--- src/sv/csm_pkg.sv ---
// Shared types and constants for the collinear segment merger.
// No dependencies; used by every module of the block.
package csm_pkg;

  localparam int COORD_W_DEF = 24;

  localparam int JT_W = 10;
  localparam int CT_W = 16;
  localparam logic [CT_W-1:0] CT_RESET = 16'd66;

  // digit width of the shared serial multiplier
  localparam int DIGIT_W = 16;

  localparam int CFG_IDX_W  = 1;
  localparam int CFG_DATA_W = 16;
  localparam logic [CFG_IDX_W-1:0] REG_JOIN_TOL = 1'b0;
  localparam logic [CFG_IDX_W-1:0] REG_COLL_TOL = 1'b1;

  // products run in this order on the shared multiplier
  typedef enum logic [3:0] {
    OP_D0X2,
    OP_D0Y2,
    OP_D1X2,
    OP_D1Y2,
    OP_P,
    OP_Q,
    OP_C2,
    OP_TOL2,
    OP_R1,
    OP_RHS
  } mul_op_e;

  typedef struct packed {
    logic    prep;
    logic    mul_start;
    mul_op_e op;
    logic    decide;
    logic    merge;
    logic    emit;
    logic    second;
  } cmd_t;

  typedef struct packed {
    logic open;
    logic gap_ok;
    logic mul_done;
    logic zero_len;
    logic cross_lt;
    logic out_free;
  } status_t;

endpackage

--- src/sv/csm_ctrl.sv ---
// Controller FSM: sequences prep, the product chain, the join decision
// and result emission. Depends on csm_pkg.
module csm_ctrl (
  input  logic             clk_i,
  input  logic             rst_ni,
  input  logic             in_fire_i,
  output logic             in_ready_o,
  input  csm_pkg::status_t status_i,
  output csm_pkg::cmd_t    cmd_o
);

  import csm_pkg::*;

  typedef enum logic [2:0] {
    ST_IDLE,
    ST_PREP,
    ST_EVAL,
    ST_MWAIT,
    ST_ZCHK,
    ST_JUDGE,
    ST_EMIT0,
    ST_EMIT1
  } state_e;

  state_e state_q;
  logic   ready_q;
  logic   math_q;
  cmd_t   cmd_q;

  function automatic mul_op_e next_op(input mul_op_e op);
    case (op)
      OP_D0X2: next_op = OP_D0Y2;
      OP_D0Y2: next_op = OP_D1X2;
      OP_D1X2: next_op = OP_D1Y2;
      OP_D1Y2: next_op = OP_P;
      OP_P:    next_op = OP_Q;
      OP_Q:    next_op = OP_C2;
      OP_C2:   next_op = OP_TOL2;
      OP_TOL2: next_op = OP_R1;
      OP_R1:   next_op = OP_RHS;
      default: next_op = OP_RHS;
    endcase
  endfunction

  always_ff @(posedge clk_i or negedge rst_ni) begin
    if (!rst_ni) begin
      state_q <= ST_IDLE;
      ready_q <= 1'b1;
      math_q  <= 1'b0;
      cmd_q   <= '0;
    end else begin
      cmd_q.prep      <= 1'b0;
      cmd_q.mul_start <= 1'b0;
      cmd_q.decide    <= 1'b0;
      case (state_q)
        ST_IDLE: begin
          if (in_fire_i) begin
            ready_q    <= 1'b0;
            cmd_q.prep <= 1'b1;
            state_q    <= ST_PREP;
          end
        end
        ST_PREP: state_q <= ST_EVAL;
        ST_EVAL: begin
          if (status_i.open && status_i.gap_ok) begin
            math_q          <= 1'b1;
            cmd_q.op        <= OP_D0X2;
            cmd_q.mul_start <= 1'b1;
            state_q         <= ST_MWAIT;
          end else begin
            math_q  <= 1'b0;
            state_q <= ST_JUDGE;
          end
        end
        ST_MWAIT: begin
          if (status_i.mul_done) begin
            if (cmd_q.op == OP_RHS) begin
              state_q <= ST_JUDGE;
            end else if (cmd_q.op == OP_D1Y2) begin
              state_q <= ST_ZCHK;
            end else begin
              cmd_q.op        <= next_op(cmd_q.op);
              cmd_q.mul_start <= 1'b1;
            end
          end
        end
        ST_ZCHK: begin
          // a zero-length direction always joins, skip the cross test
          if (status_i.zero_len) begin
            state_q <= ST_JUDGE;
          end else begin
            cmd_q.op        <= OP_P;
            cmd_q.mul_start <= 1'b1;
            state_q         <= ST_MWAIT;
          end
        end
        ST_JUDGE: begin
          cmd_q.decide <= 1'b1;
          cmd_q.merge  <= math_q && (status_i.zero_len || status_i.cross_lt);
          cmd_q.emit   <= 1'b1;
          cmd_q.second <= 1'b0;
          state_q      <= ST_EMIT0;
        end
        ST_EMIT0: begin
          if (status_i.out_free) begin
            if (cmd_q.merge) begin
              cmd_q.emit <= 1'b0;
              ready_q    <= 1'b1;
              state_q    <= ST_IDLE;
            end else begin
              cmd_q.second <= 1'b1;
              state_q      <= ST_EMIT1;
            end
          end
        end
        ST_EMIT1: begin
          if (status_i.out_free) begin
            cmd_q.emit   <= 1'b0;
            cmd_q.second <= 1'b0;
            ready_q      <= 1'b1;
            state_q      <= ST_IDLE;
          end
        end
        default: state_q <= ST_IDLE;
      endcase
    end
  end

  assign in_ready_o = ready_q;
  assign cmd_o      = cmd_q;

endmodule
--- config.mk ---
export PLATFORM = sky130hd
export DESIGN_NAME = csm_ctrl
export DESIGN_NICKNAME = d
export VERILOG_FILES = /design/src/sv/csm_pkg.sv /design/src/sv/csm_ctrl.sv
export SDC_FILE = /design/constraint.sdc
export NUM_CORES = 1
export LEC_CHECK = 0
export ABC_AREA = 1
export BUFFER_PORTS_ARGS = -buffer_cell sky130_fd_sc_hd__buf_2
export CAP_MARGIN = 20
export CORE_MARGIN = 2
export CORE_UTILIZATION = 24
export CTS_CLUSTER_SIZE = 28
export DETAILED_ROUTE_END_ITERATION = 8
export GPL_ROUTABILITY_DRIVEN = 1
export PLACE_DENSITY_LB_ADDON = 0.25
export SETUP_SLACK_MARGIN = 0.3
export SLEW_MARGIN = 25
export SYNTH_ARGS = -nofsm -noshare
export SYNTH_HDL_FRONTEND = slang
export SYNTH_SLANG_ARGS = --single-unit
--- constraint.sdc ---
create_clock -name clk_i -period 1.3 [get_ports clk_i]
set_input_delay 0.13 -clock clk_i [delete_from_list [all_inputs] [get_ports clk_i]]
set_output_delay 0.13 -clock clk_i [all_outputs]
set_load 0.02 [all_outputs]
==> qor_table.md, run 1 <==
| Group | Metric | This run |
|:---|:---|:---|
| placement | HPWL Detailed | 1710 microns |
| routing | Vias per inst | 4.52 |
| synth | Simple-gate area share of the yosys netlist | 42.6% |
| die | Number of ports placed on the die boundary | 20 |
| timing | Max-slew violation count | 0 |
| synth | Xor-xnor portion of the synthesized cell area | 0% |
| die | Starting density of the core | 25.2% |
| synth | Post-synth top area share | 37.4% |
| worst hold path | Worst hold path type | input port to register |
| routing | Wirelength, routed | 2440 microns |
| synth | Share of cell area taken by muxes after synthesis | 0% |
| timing | Setup violations, final | 0 |
| routing | Number of routed nets with antenna violations | 0 |
| synth | Number of enable-type register cells in the synthesized netlist | 0 |
| die | Die area | 4410 sq um |
| run status | Outcome | finished, final reports clean |
| global routing | Global-route congestion overflow total | 0 |
| timing | Final count of hold timing violations | 0 |
| placement | Port Buf Inserts | 19 |
| clocking | Worst-case clock buffer depth | 2 |
| synth | Area contributors post-synth | sky130_fd_sc_hd__dfrtp_1 37%, sky130_fd_sc_hd__nand2_1 13%, sky130_fd_sc_hd__nand3_1 7.0% |
| worst setup path | CP endpoint kind | register |
| cells and area | Diode count | 0 |
| cells and area | Fraction of final layout cells sized beyond drive strength 1 | 52.5% |
| die | Standard cell core area | 3720 sq um |
| worst setup path | Data required time at the worst endpoint | 1.44 ns |
| clocking | Clock sink count | 15 |
| pwr | Pwr Total | 3.52 mW |
| clocking | Buffer type at the clock tree root | sky130_fd_sc_hd__clkbuf_8 |
| clocking | Depth of the CTS H-tree | 1 |
| cells and area | Count of filler cells inserted in the layout | 372 |
| clocking | Worst-skew pair later-pin latency | 0.25 ns |
| global routing | Number of global-route vias before repair | 923 |
| synth | Library cell occupying the most area in the post-synthesis netlist | sky130_fd_sc_hd__dfrtp_1 |
| pwr | VDD IR max | 595 uV |
| synth | Count of different cell masters after synthesis | 25 |
| timing | Setup repair after global routing missed its margin | true |
| timing | Post-Route Skew | 0.00186 ns |
| routing | Final routed DRC violation total | 0 |
| placement | Final weighted congestion in routability-driven placement | 0.840 |
| timing | Final critical path time including I/O delays and setup | 1.25 ns |
| global routing | Global-route wire length before repair | 4120 microns |
| worst setup path | Critical Setup Path Class | register to register |
| job | Maxcap violations | 0 |
| cells and area | Storage cell area | 384 sq um |
| die | Vert. Die Dim | 66.4 microns |
| worst setup path | Nature of the critical path startpoint | register |
| routing | Wirelength per Cell | 11.6 microns |
| routing | Number of detailed-routing iterations run before antenna repair | 6 |
| synth | Synth Warn # | 0 |
| routing | DRC violation total after the first TritonRoute iteration | 25 |
| synth | Average cell area after synthesis | 7.67 sq um |
| synth | Adder and majority gate portion of the synthesized area | 4.01% |
| global routing | Global Route Usage Sum | 12.1% |
| pwr | Leak | 0.751 nW |
| synth | Combinational family with the most area after synthesis | simple AND/OR/NAND/NOR gates |
| synth | Number of cells produced by synthesis | 122 |
| clocking | Clock-pin slew on the worst setup and hold paths | 0.06 ns |
| synth | Most numerous cell in the Yosys netlist | sky130_fd_sc_hd__nand2_1 |
| pwr | Total power density per cell area | 2370 nW/um^2 |
| cells and area | Final Cell Area | 1480 sq um |
| timing | Actual slew at the worst max-slew pin | 0.362 ns |
| synth | Sequential cell area fraction in the yosys report | 40.2% |
| synth | Syn_nets | 134 |
| global routing | Initial antenna violation count | 0 |
| synth | Flip-flop and latch count after synthesis | 15 |
| placement | Cell area after placement | 1150 sq um |
| synth | Top_reg_cell synth | sky130_fd_sc_hd__dfrtp_1 |
| routing | Total number of vias | 949 |
| worst setup path | Critical path arrival | 1.39 ns |
| global routing | Largest net degree at the start of global routing | 16 |
| clocking | Number of buffers created by CTS | 3 |
| synth | Synthesized area | 936 sq um |
| synth | Proportion of synthesized flip-flops having asynchronous set or reset | 100% |
| die | Core Rows | 22 |
| timing | Highest clock rate | 797 MHz |
| cells and area | Total area of multi-input combinational cells | 634 sq um |
| timing | Slew margin rel. | 75.9% |
| synth | Post-synthesis compound-gate area fraction | 5.08% |
| timing | Final clock period utilization by the worst path | 96.5% |
| cells and area | Area Growth Syn to Fin | 58.6% |
| worst setup path | CP max FO | 5 |
| die | Floorplan die width | 66.4 microns |
| clocking | TritonCTS clock tree | yes |
| synth | Most used standard cells in the synthesized netlist | 33 x sky130_fd_sc_hd__nand2_1, 14 x sky130_fd_sc_hd__dfrtp_1, 13 x sky130_fd_sc_hd__inv_1, 13 x sky130_fd_sc_hd__nand3_1, 9 x sky130_fd_sc_hd__nor2_1 |
| cells and area | Nets | 175 |
## per-stage QoR
| step | worst slack [ns] | instances | hold WS, ns | TNS (ns) | util, % |
|---|---|---|---|---|---|
| 2_1_floorplan | 0.0997 | 122 | -0.166 | 0 | - |
| 3_3_place_gp | 0.00191 | 192 | 0.0667 | 0 | 31.1 |
| 3_5_place_dp | -0.0140 | 192 | 0.0678 | -0.0140 | 31.1 |
| 4_1_cts | 0.0429 | 205 | 0.146 | 0 | 37.2 |
| 5_1_grt | -0.0445 | 210 | 0.169 | -0.142 | 39.9 |
| 6_report | 0.0460 | 210 | 0.145 | 0 | 39.9 |
## power by group
| part | internal, mW | total (mW) | switching, mW |
|---|---|---|---|
| logic | 0.959 | 2.22 | 1.26 |
| registers | 0.673 | 0.913 | 0.240 |
| clock network | 0.217 | 0.389 | 0.171 |
## layer usage
metal	wire, microns	track usage (%)	part of all wire (%)
met1	1140	15.2	46
met2	1180	20.4	48
met3	74	2.21	3.0
met4	52	4.85	2.1
met5	0	0	0
## flip-flops by register name, indices dropped and copies added, names as in the netlist
register	count
in_ready_o	1
state_q	3
math_q	1
cmd_o	10
## cells in the final DEF, fill, tap and decap left out, types with 5 or more instances in the layout
cell type / n
sky130_fd_sc_hd__buf_4: 13
sky130_fd_sc_hd__dfrtp_1: 8
sky130_fd_sc_hd__buf_6: 10
sky130_fd_sc_hd__inv_1: 10
sky130_fd_sc_hd__nand2_2: 5
sky130_fd_sc_hd__nand2_1: 28
sky130_fd_sc_hd__inv_2: 5
sky130_fd_sc_hd__dfrtp_2: 6
sky130_fd_sc_hd__nor2_1: 7
sky130_fd_sc_hd__nand3_1: 9
sky130_fd_sc_hd__buf_2: 13
## final timing paths
kind                       slack (ns)  cells after the start                endpoint                    from
max                              0.05                      5    cmd_o[5]$_DFFE_PN0P_    cmd_o[4]$_DFFE_PN0P_
min                              0.15                      3    cmd_o[2]$_DFFE_PN0P_             status_i[1]
max reg2reg                      0.05                      5    cmd_o[5]$_DFFE_PN0P_    cmd_o[4]$_DFFE_PN0P_
min reg2reg                      0.47                      2  in_ready_o$_DFFE_PN1P_  in_ready_o$_DFFE_PN1P_
max in group asynchronous        0.68                      2  in_ready_o$_DFFE_PN1P_                  rst_ni
min in group asynchronous        0.32                      2      cmd_o[9]$_DFF_PN0_                  rst_ni
## critical path, cell delays in order, from the launching register on
cell and delay [ns]:
sky130_fd_sc_hd__dfrtp_2 0.45, sky130_fd_sc_hd__ha_4 0.19, sky130_fd_sc_hd__nand3_4 0.08, sky130_fd_sc_hd__nand4_1 0.21
sky130_fd_sc_hd__nand3_1 0.14, sky130_fd_sc_hd__nand2_1 0.07
## cell families after synthesis
family | count (synthesis)
and+or+nand+nor | 77
buffers and inverters | 19
AOI/OAI and AO/OA | 8
adders and majority gates | 3
DFF | 15
## final cells by class
cell class,count,area share [%]
repair buffers,37,19.2
well taps,48,4.05
multi-input cells,88,42.7
clock buffers,4,3.04
inverters,18,5.06
flip-flops and latches,15,25.9
## what timing repair did
action,CTS,global route
buffers inserted,8,5
gates resized for setup,32,17
cloned,0,0
hold buffers,1,0
pin swaps,6,9
setup endpoints to repair,19,20
hold endpoints to repair,14,0
Power figures use the tool's default switching activity.
==> inputs of run 2 (changes only) <==
Settings changed: BUFFER_PORTS_ARGS -buffer_cell sky130_fd_sc_hd__buf_2 to default, DONT_BUFFER_PORTS from default to 1.
==> qor_table.md, run 2 (synthesis results as in run 1) <==
| Group | Metric | This run |
|:---|:---|:---|
| routing | Wirelength per Cell | 12.4 microns |
| timing | Worst setup slack after layout | 0.0260 ns |
| worst setup path | Cell breakdown of the critical path | inv_2 > ha_4 > nand3_4 > buf_4 > buf_4 > nand4_1 > nand2_1 |
| die | Number of ports placed on the die boundary | 20 |
| die | Standard cell core area | 3720 sq um |
| clocking | Number of buffers created by CTS | 3 |
| pwr | Part of the total power dissipated in sequential elements | 33.5% |
| pwr | Total power density per cell area | 2380 nW/um^2 |
| cells and area | Final Cell Area | 1270 sq um |
| pwr | Sw Share | 48.7% |
| pwr | Internal power consumption | 1.55 mW |
| routing | Vias per inst | 4.59 |
| clocking | Worst-skew pair later-pin latency | 0.25 ns |
| cells and area | Nets | 153 |
| pwr | Part of the power in combinational logic | 53.3% |
| cells and area | Storage cell area | 384 sq um |
| global routing | Global Route Usage Sum | 11.1% |
| worst setup path | Critical path arrival | 1.42 ns |
| timing | Final clock period utilization by the worst path | 98.0% |
| die | Core Rows | 22 |
| pwr | Clock network power share | 13.2% |
| routing | Number of routed nets with antenna violations | 0 |
| pwr | Leak | 0.638 nW |
| clocking | Worst-case clock buffer depth | 2 |
| die | Die area | 4410 sq um |
| clocking | Depth of the CTS H-tree | 1 |
| cells and area | Diode count | 0 |
| timing | Slew margin rel. | 51.9% |
| placement | Cell area after placement | 1080 sq um |
| timing | Max-slew violation count | 0 |
| cells and area | Count of filler cells inserted in the layout | 392 |
| cells and area | Largest register FFs | 10 |
| placement | Port Buf Inserts | 0 |
| pwr | Net switching power | 1.47 mW |
| routing | Total number of vias | 862 |
| placement | Final weighted congestion in routability-driven placement | 0.850 |
| global routing | Global-route congestion overflow total | 0 |
| clocking | Clock-pin slew on the worst setup and hold paths | 0.07 ns |
| worst setup path | CP max FO | 5 |
| routing | Final routed DRC violation total | 0 |
| run status | Violated checks | hold timing |
| clocking | Clock sink count | 15 |
| worst setup path | Cell with the most instances on the worst path | sky130_fd_sc_hd__buf_4 |
| routing | DRC violation total after the first TritonRoute iteration | 26 |
| worst setup path | Critical Setup Path Class | register to register |
| cells and area | Commonest non-fill, non-tap cell in the layout | sky130_fd_sc_hd__nand2_1 |
| clocking | Buffer type at the clock tree root | sky130_fd_sc_hd__clkbuf_8 |
| global routing | Global-route wire length before repair | 3710 microns |
| timing | Final critical path time including I/O delays and setup | 1.27 ns |
| cells and area | Fraction of final layout cells sized beyond drive strength 1 | 42.9% |
| die | Vert. Die Dim | 66.4 microns |
| cells and area | Total area of multi-input combinational cells | 574 sq um |
| placement | HPWL Detailed | 1710 microns |
| pwr | VDD IR max | 579 uV |
| worst setup path | CP endpoint kind | register |
| routing | Wirelength, routed | 2330 microns |
| die | Floorplan die width | 66.4 microns |
| cells and area | Utilization after layout | 34.1% |
| placement | Pre-CTS setup slack | 0.0362 ns |
| timing | Highest clock rate | 785 MHz |
| routing | Number of detailed-routing iterations run before antenna repair | 6 |
| cells and area | Area Growth Syn to Fin | 35.3% |
| timing | Setup repair after global routing missed its margin | true |
| global routing | Number of global-route vias before repair | 838 |
| timing | Worst hold slack | -0.00151 ns |
| timing | Post-Route Skew | 0.00284 ns |
| worst setup path | FF-to-FF setup slack | 0.03 ns |
| timing | Final count of hold timing violations | 7 |
| global routing | Initial antenna violation count | 0 |
| timing | Actual slew at the worst max-slew pin | 0.722 ns |
| worst setup path | Data required time at the worst endpoint | 1.44 ns |
| worst setup path | Stage delay of the slowest cell on the critical path | 0.45 ns |
| die | Starting density of the core | 25.2% |
| clocking | TritonCTS clock tree | yes |
| job | Maxcap violations | 0 |
| timing | Setup violations, final | 0 |
| worst setup path | Cell type of the slowest stage on the worst timing path | sky130_fd_sc_hd__dfrtp_2 |
| run status | Outcome | finished, violations left |
| global routing | Largest net degree at the start of global routing | 16 |
| worst setup path | Nature of the critical path startpoint | register |
| cells and area | Highest-count cells in the layout ignoring fill and taps | 28 x sky130_fd_sc_hd__nand2_1, 11 x sky130_fd_sc_hd__inv_1, 10 x sky130_fd_sc_hd__nand3_1, 10 x sky130_fd_sc_hd__buf_4 |
| worst hold path | Worst hold path type | input port to async pin |
-- run 2: area by class of cell --
class                           instances  share of cell area, %
Sequential cell                        15                   30.3
Timing Repair Buffer                   15                   10.5
Clock buffer                            4                   3.56
Tap cell                               48                   4.74
Multi-Input combinational cell         88                   45.4
Inverter                               18                   5.53
-- run 2: stage by stage --
| stage | instances | power, mW | setup TNS [ns] |
|---|---|---|---|
| floorplan | 122 | 1.96 | 0 |
| global placement | 176 | 2.31 | 0 |
| detailed placement | 176 | 2.32 | 0 |
| CTS | 185 | 2.93 | 0 |
| global route | 188 | 3.27 | -0.174 |
| finish | 188 | 3.01 | 0 |
-- run 2: routing by layer --
| metal | vias up | track usage, % | share of wire (%) | wire, microns |
|---|---|---|---|---|
| met5 | - | 0 | 0 | 0 |
| met4 | 0 | 3.83 | 0.73 | 17 |
| met3 | 2 | 2.90 | 4.2 | 98 |
| met2 | 18 | 17.6 | 50 | 1170 |
| met1 | 410 | 14.4 | 45 | 1050 |
| li1 | 432 | - | - | - |
-- run 2: power groups by stage --
stage                     sequential [mW]  clock (mW)  combinational [mW]
after detailed placement            0.993           0                1.33
after global routing                 1.03       0.426                1.81
after floorplan                      1.00           0               0.961
final                                1.01       0.398                1.61
after global placement              0.989           0                1.32
after CTS                            1.00       0.410                1.52
-- run 2: timing repair --
| item | 4_1_cts | 5_1_grt |
|---|---|---|
| endpoints found under the setup margin | 17 | 23 |
| buffers inserted | 4 | 3 |
| endpoints found under the hold margin | 15 | 0 |
| pin swaps | 7 | 5 |
| cloned | 0 | 0 |
| hold buffers | 1 | 0 |
| resized for setup | 15 | 7 |
-- run 2: worst max-delay path: cells and delay by family, from the launching register on --
kind	cells	cell delay [ns]
flops	1	0.45
buf+inv	3	0.34
simple gates	3	0.24
fa+ha+maj	1	0.14
-- run 2: final timing paths --
| path | start | endpoint | cells after the start |
|---|---|---|---|
| max in group asynchronous | rst_ni | state_q[0]$_DFFE_PN0P_ | 1 |
| max reg2reg | cmd_o[5]$_DFFE_PN0P_ | cmd_o[7]$_DFFE_PN0P_ | 7 |
| max | cmd_o[5]$_DFFE_PN0P_ | cmd_o[7]$_DFFE_PN0P_ | 7 |
| min reg2reg | math_q$_DFFE_PN0N_ | math_q$_DFFE_PN0N_ | 2 |
| min | rst_ni | cmd_o[9]$_DFF_PN0_ | 1 |
| min in group clk_i | status_i[3] | cmd_o[6]$_DFFE_PN0P_ | 2 |
==> inputs of run 3 (changes only) <==
Settings changed: PLACE_DENSITY_LB_ADDON 0.25 to default.
==> qor_table.md, run 3 (synthesis results as in run 1) <==
| Group | Metric | This run |
|:---|:---|:---|
| run status | Violated checks | hold timing |
| clocking | Depth of the CTS H-tree | 1 |
| cells and area | Finished Layout Cells | 196 |
| cells and area | Commonest non-fill, non-tap cell in the layout | sky130_fd_sc_hd__nand2_1 |
| die | Number of ports placed on the die boundary | 20 |
| clocking | Clock sink count | 15 |
| timing | Worst hold slack | -0.0163 ns |
| die | Core Rows | 22 |
| worst setup path | Cell type of the slowest stage on the worst timing path | sky130_fd_sc_hd__dfrtp_2 |
| routing | Wirelength, routed | 2570 microns |
| cells and area | Nets | 161 |
| die | Die area | 4410 sq um |
| clocking | Worst-case clock buffer depth | 2 |
| die | Floorplan die width | 66.4 microns |
| timing | Final count of hold timing violations | 14 |
| cells and area | Highest-count cells in the layout ignoring fill and taps | 29 x sky130_fd_sc_hd__nand2_1, 15 x sky130_fd_sc_hd__buf_4, 10 x sky130_fd_sc_hd__inv_1 |
| timing | Slew margin rel. | 53.5% |
| global routing | Global-route wire length before repair | 3940 microns |
| placement | Cell count after placement | 176 |
| routing | Number of detailed-routing iterations run before antenna repair | 4 |
| routing | Wirelength per Cell | 13.1 microns |
| placement | Port Buf Inserts | 0 |
| worst setup path | Stage delay of the slowest cell on the critical path | 0.43 ns |
| cells and area | Fraction of final layout cells sized beyond drive strength 1 | 48.0% |
| timing | Setup violations, final | 0 |
| job | Maxcap violations | 0 |
| worst setup path | Data required time at the worst endpoint | 1.50 ns |
| routing | DRC violation total after the first TritonRoute iteration | 39 |
| global routing | Global-route congestion overflow total | 0 |
| routing | Number of routed nets with antenna violations | 0 |
| routing | Vias per inst | 4.58 |
| worst setup path | Critical Setup Path Class | register to register |
| worst setup path | Cell breakdown of the critical path | inv_2 > ha_4 > nand3_4 > nand4_1 > buf_4 > nand2_2 |
| cells and area | Final Cell Area | 1440 sq um |
| pwr | Leak | 0.694 nW |
| global routing | Global Route Usage Sum | 11.7% |
| clocking | Worst-skew pair later-pin latency | 0.25 ns |
| timing | Final clock period utilization by the worst path | 97.1% |
| routing | Total number of vias | 898 |
| clocking | Clock-pin slew on the worst setup and hold paths | 0.06 ns |
| worst hold path | Worst hold path type | input port to async pin |
| worst setup path | CP max FO | 5 |
| global routing | Initial antenna violation count | 0 |
| cells and area | Diode count | 0 |
| cells and area | Largest register FFs | 10 |
| placement | Cell area after placement | 1080 sq um |
| clocking | Buffer type at the clock tree root | sky130_fd_sc_hd__clkbuf_8 |
| timing | Post-Route Skew | 0.00266 ns |
| pwr | VDD IR max | 749 uV |
| timing | Max-slew violation count | 0 |
| global routing | Number of global-route vias before repair | 886 |
| die | Standard cell core area | 3720 sq um |
| timing | Total negative slack for setup checks | 0 ns |
| routing | Final routed DRC violation total | 0 |
| clocking | Number of buffers created by CTS | 3 |
| worst setup path | Critical path arrival | 1.46 ns |
| global routing | Largest net degree at the start of global routing | 16 |
| placement | Final weighted congestion in routability-driven placement | 0.872 |
| cells and area | Area Growth Syn to Fin | 53.3% |
| die | Vert. Die Dim | 66.4 microns |
| die | Starting density of the core | 25.2% |
| clocking | TritonCTS clock tree | yes |
| timing | Highest clock rate | 792 MHz |
| worst setup path | Nature of the critical path startpoint | register |
| cells and area | Count of filler cells inserted in the layout | 382 |
| timing | Actual slew at the worst max-slew pin | 0.697 ns |
| placement | HPWL Detailed | 1710 microns |
| timing | Setup repair after global routing missed its margin | true |
| pwr | Total power density per cell area | 2500 nW/um^2 |
| run status | Outcome | finished, violations left |
| timing | Final critical path time including I/O delays and setup | 1.26 ns |
| worst setup path | CP endpoint kind | register |
## run 3: changes by cell type in the layout (fill, tap and decap cells not counted), sizes merged
cell,before,now
inv,18,17
clkinv,0,1
buf,14,22
## run 3: per-layer routing
metal,wire length (microns),track usage (%)
met4,36,4.85
met2,1310,19.1
met1,1100,14.9
met5,0,0
met3,128,2.39
## run 3: path summary, 6_finish.rpt
path                            depth (start not counted)            startpoint              endpoint  slack [ns]
worst max-delay path                                    6  cmd_o[5]$_DFFE_PN0P_    cmd_o[8]$_DFF_PN0_        0.04
worst min-delay path                                    1                rst_ni  cmd_o[0]$_DFFE_PN0P_       -0.02
worst max register to register                          6  cmd_o[5]$_DFFE_PN0P_    cmd_o[8]$_DFF_PN0_        0.04
worst min register to register                          2    math_q$_DFFE_PN0N_    math_q$_DFFE_PN0N_        0.50
max in group asynchronous                               1                rst_ni  cmd_o[4]$_DFFE_PN0P_        0.83
min in group clk_i                                      2           status_i[3]  cmd_o[6]$_DFFE_PN0P_        0.02
## run 3: critical path, delay by kind of cell, from the launching register on
family                     cells  cell delay [ns]
DFF                            1             0.43
and+or+nand+nor                3             0.35
buffers and inverters          2             0.27
adders and majority gates      1             0.16
## run 3: through the flow
| stage | util, % | setup WS [ns] | hold WS [ns] | power (mW) |
|---|---|---|---|---|
| 2_1_floorplan | - | 0.0997 | -0.166 | 1.96 |
| 3_3_place_gp | 29.1 | 0.0494 | -0.165 | 2.28 |
| 4_1_cts | 33.0 | 0.0530 | 0.0233 | 2.95 |
| 3_5_place_dp | 29.1 | -0.00175 | -0.165 | 2.33 |
| 5_1_grt | 38.6 | -0.0589 | 0.0396 | 3.87 |
| 6_report | 38.6 | 0.0372 | -0.0163 | 3.59 |
## run 3: power breakdown
group | total [mW] | internal (mW) | switching [mW]
clock network | 0.392 | 0.218 | 0.175
logic | 2.21 | 0.954 | 1.26
registers | 0.989 | 0.674 | 0.314
total | 3.59 | 1.85 | 1.75
## run 3: layout make-up
cell class              instances  area [sq um]  area share, %
clock buffers                   4          45.0           3.14
inverters                      18          92.6           6.45
multi-input cells              88           641           44.6
flip-flops and latches         15           384           26.8
well taps                      48          60.1           4.18
repair buffers                 23           213           14.8
## run 3: what timing repair did
item,4_1_cts,5_1_grt
buffers inserted,6,9
gates cloned,0,0
setup endpoints to repair,16,21
gates resized for setup,11,36
hold endpoints to repair,15,0
pin swaps,7,12
hold buffers,1,0
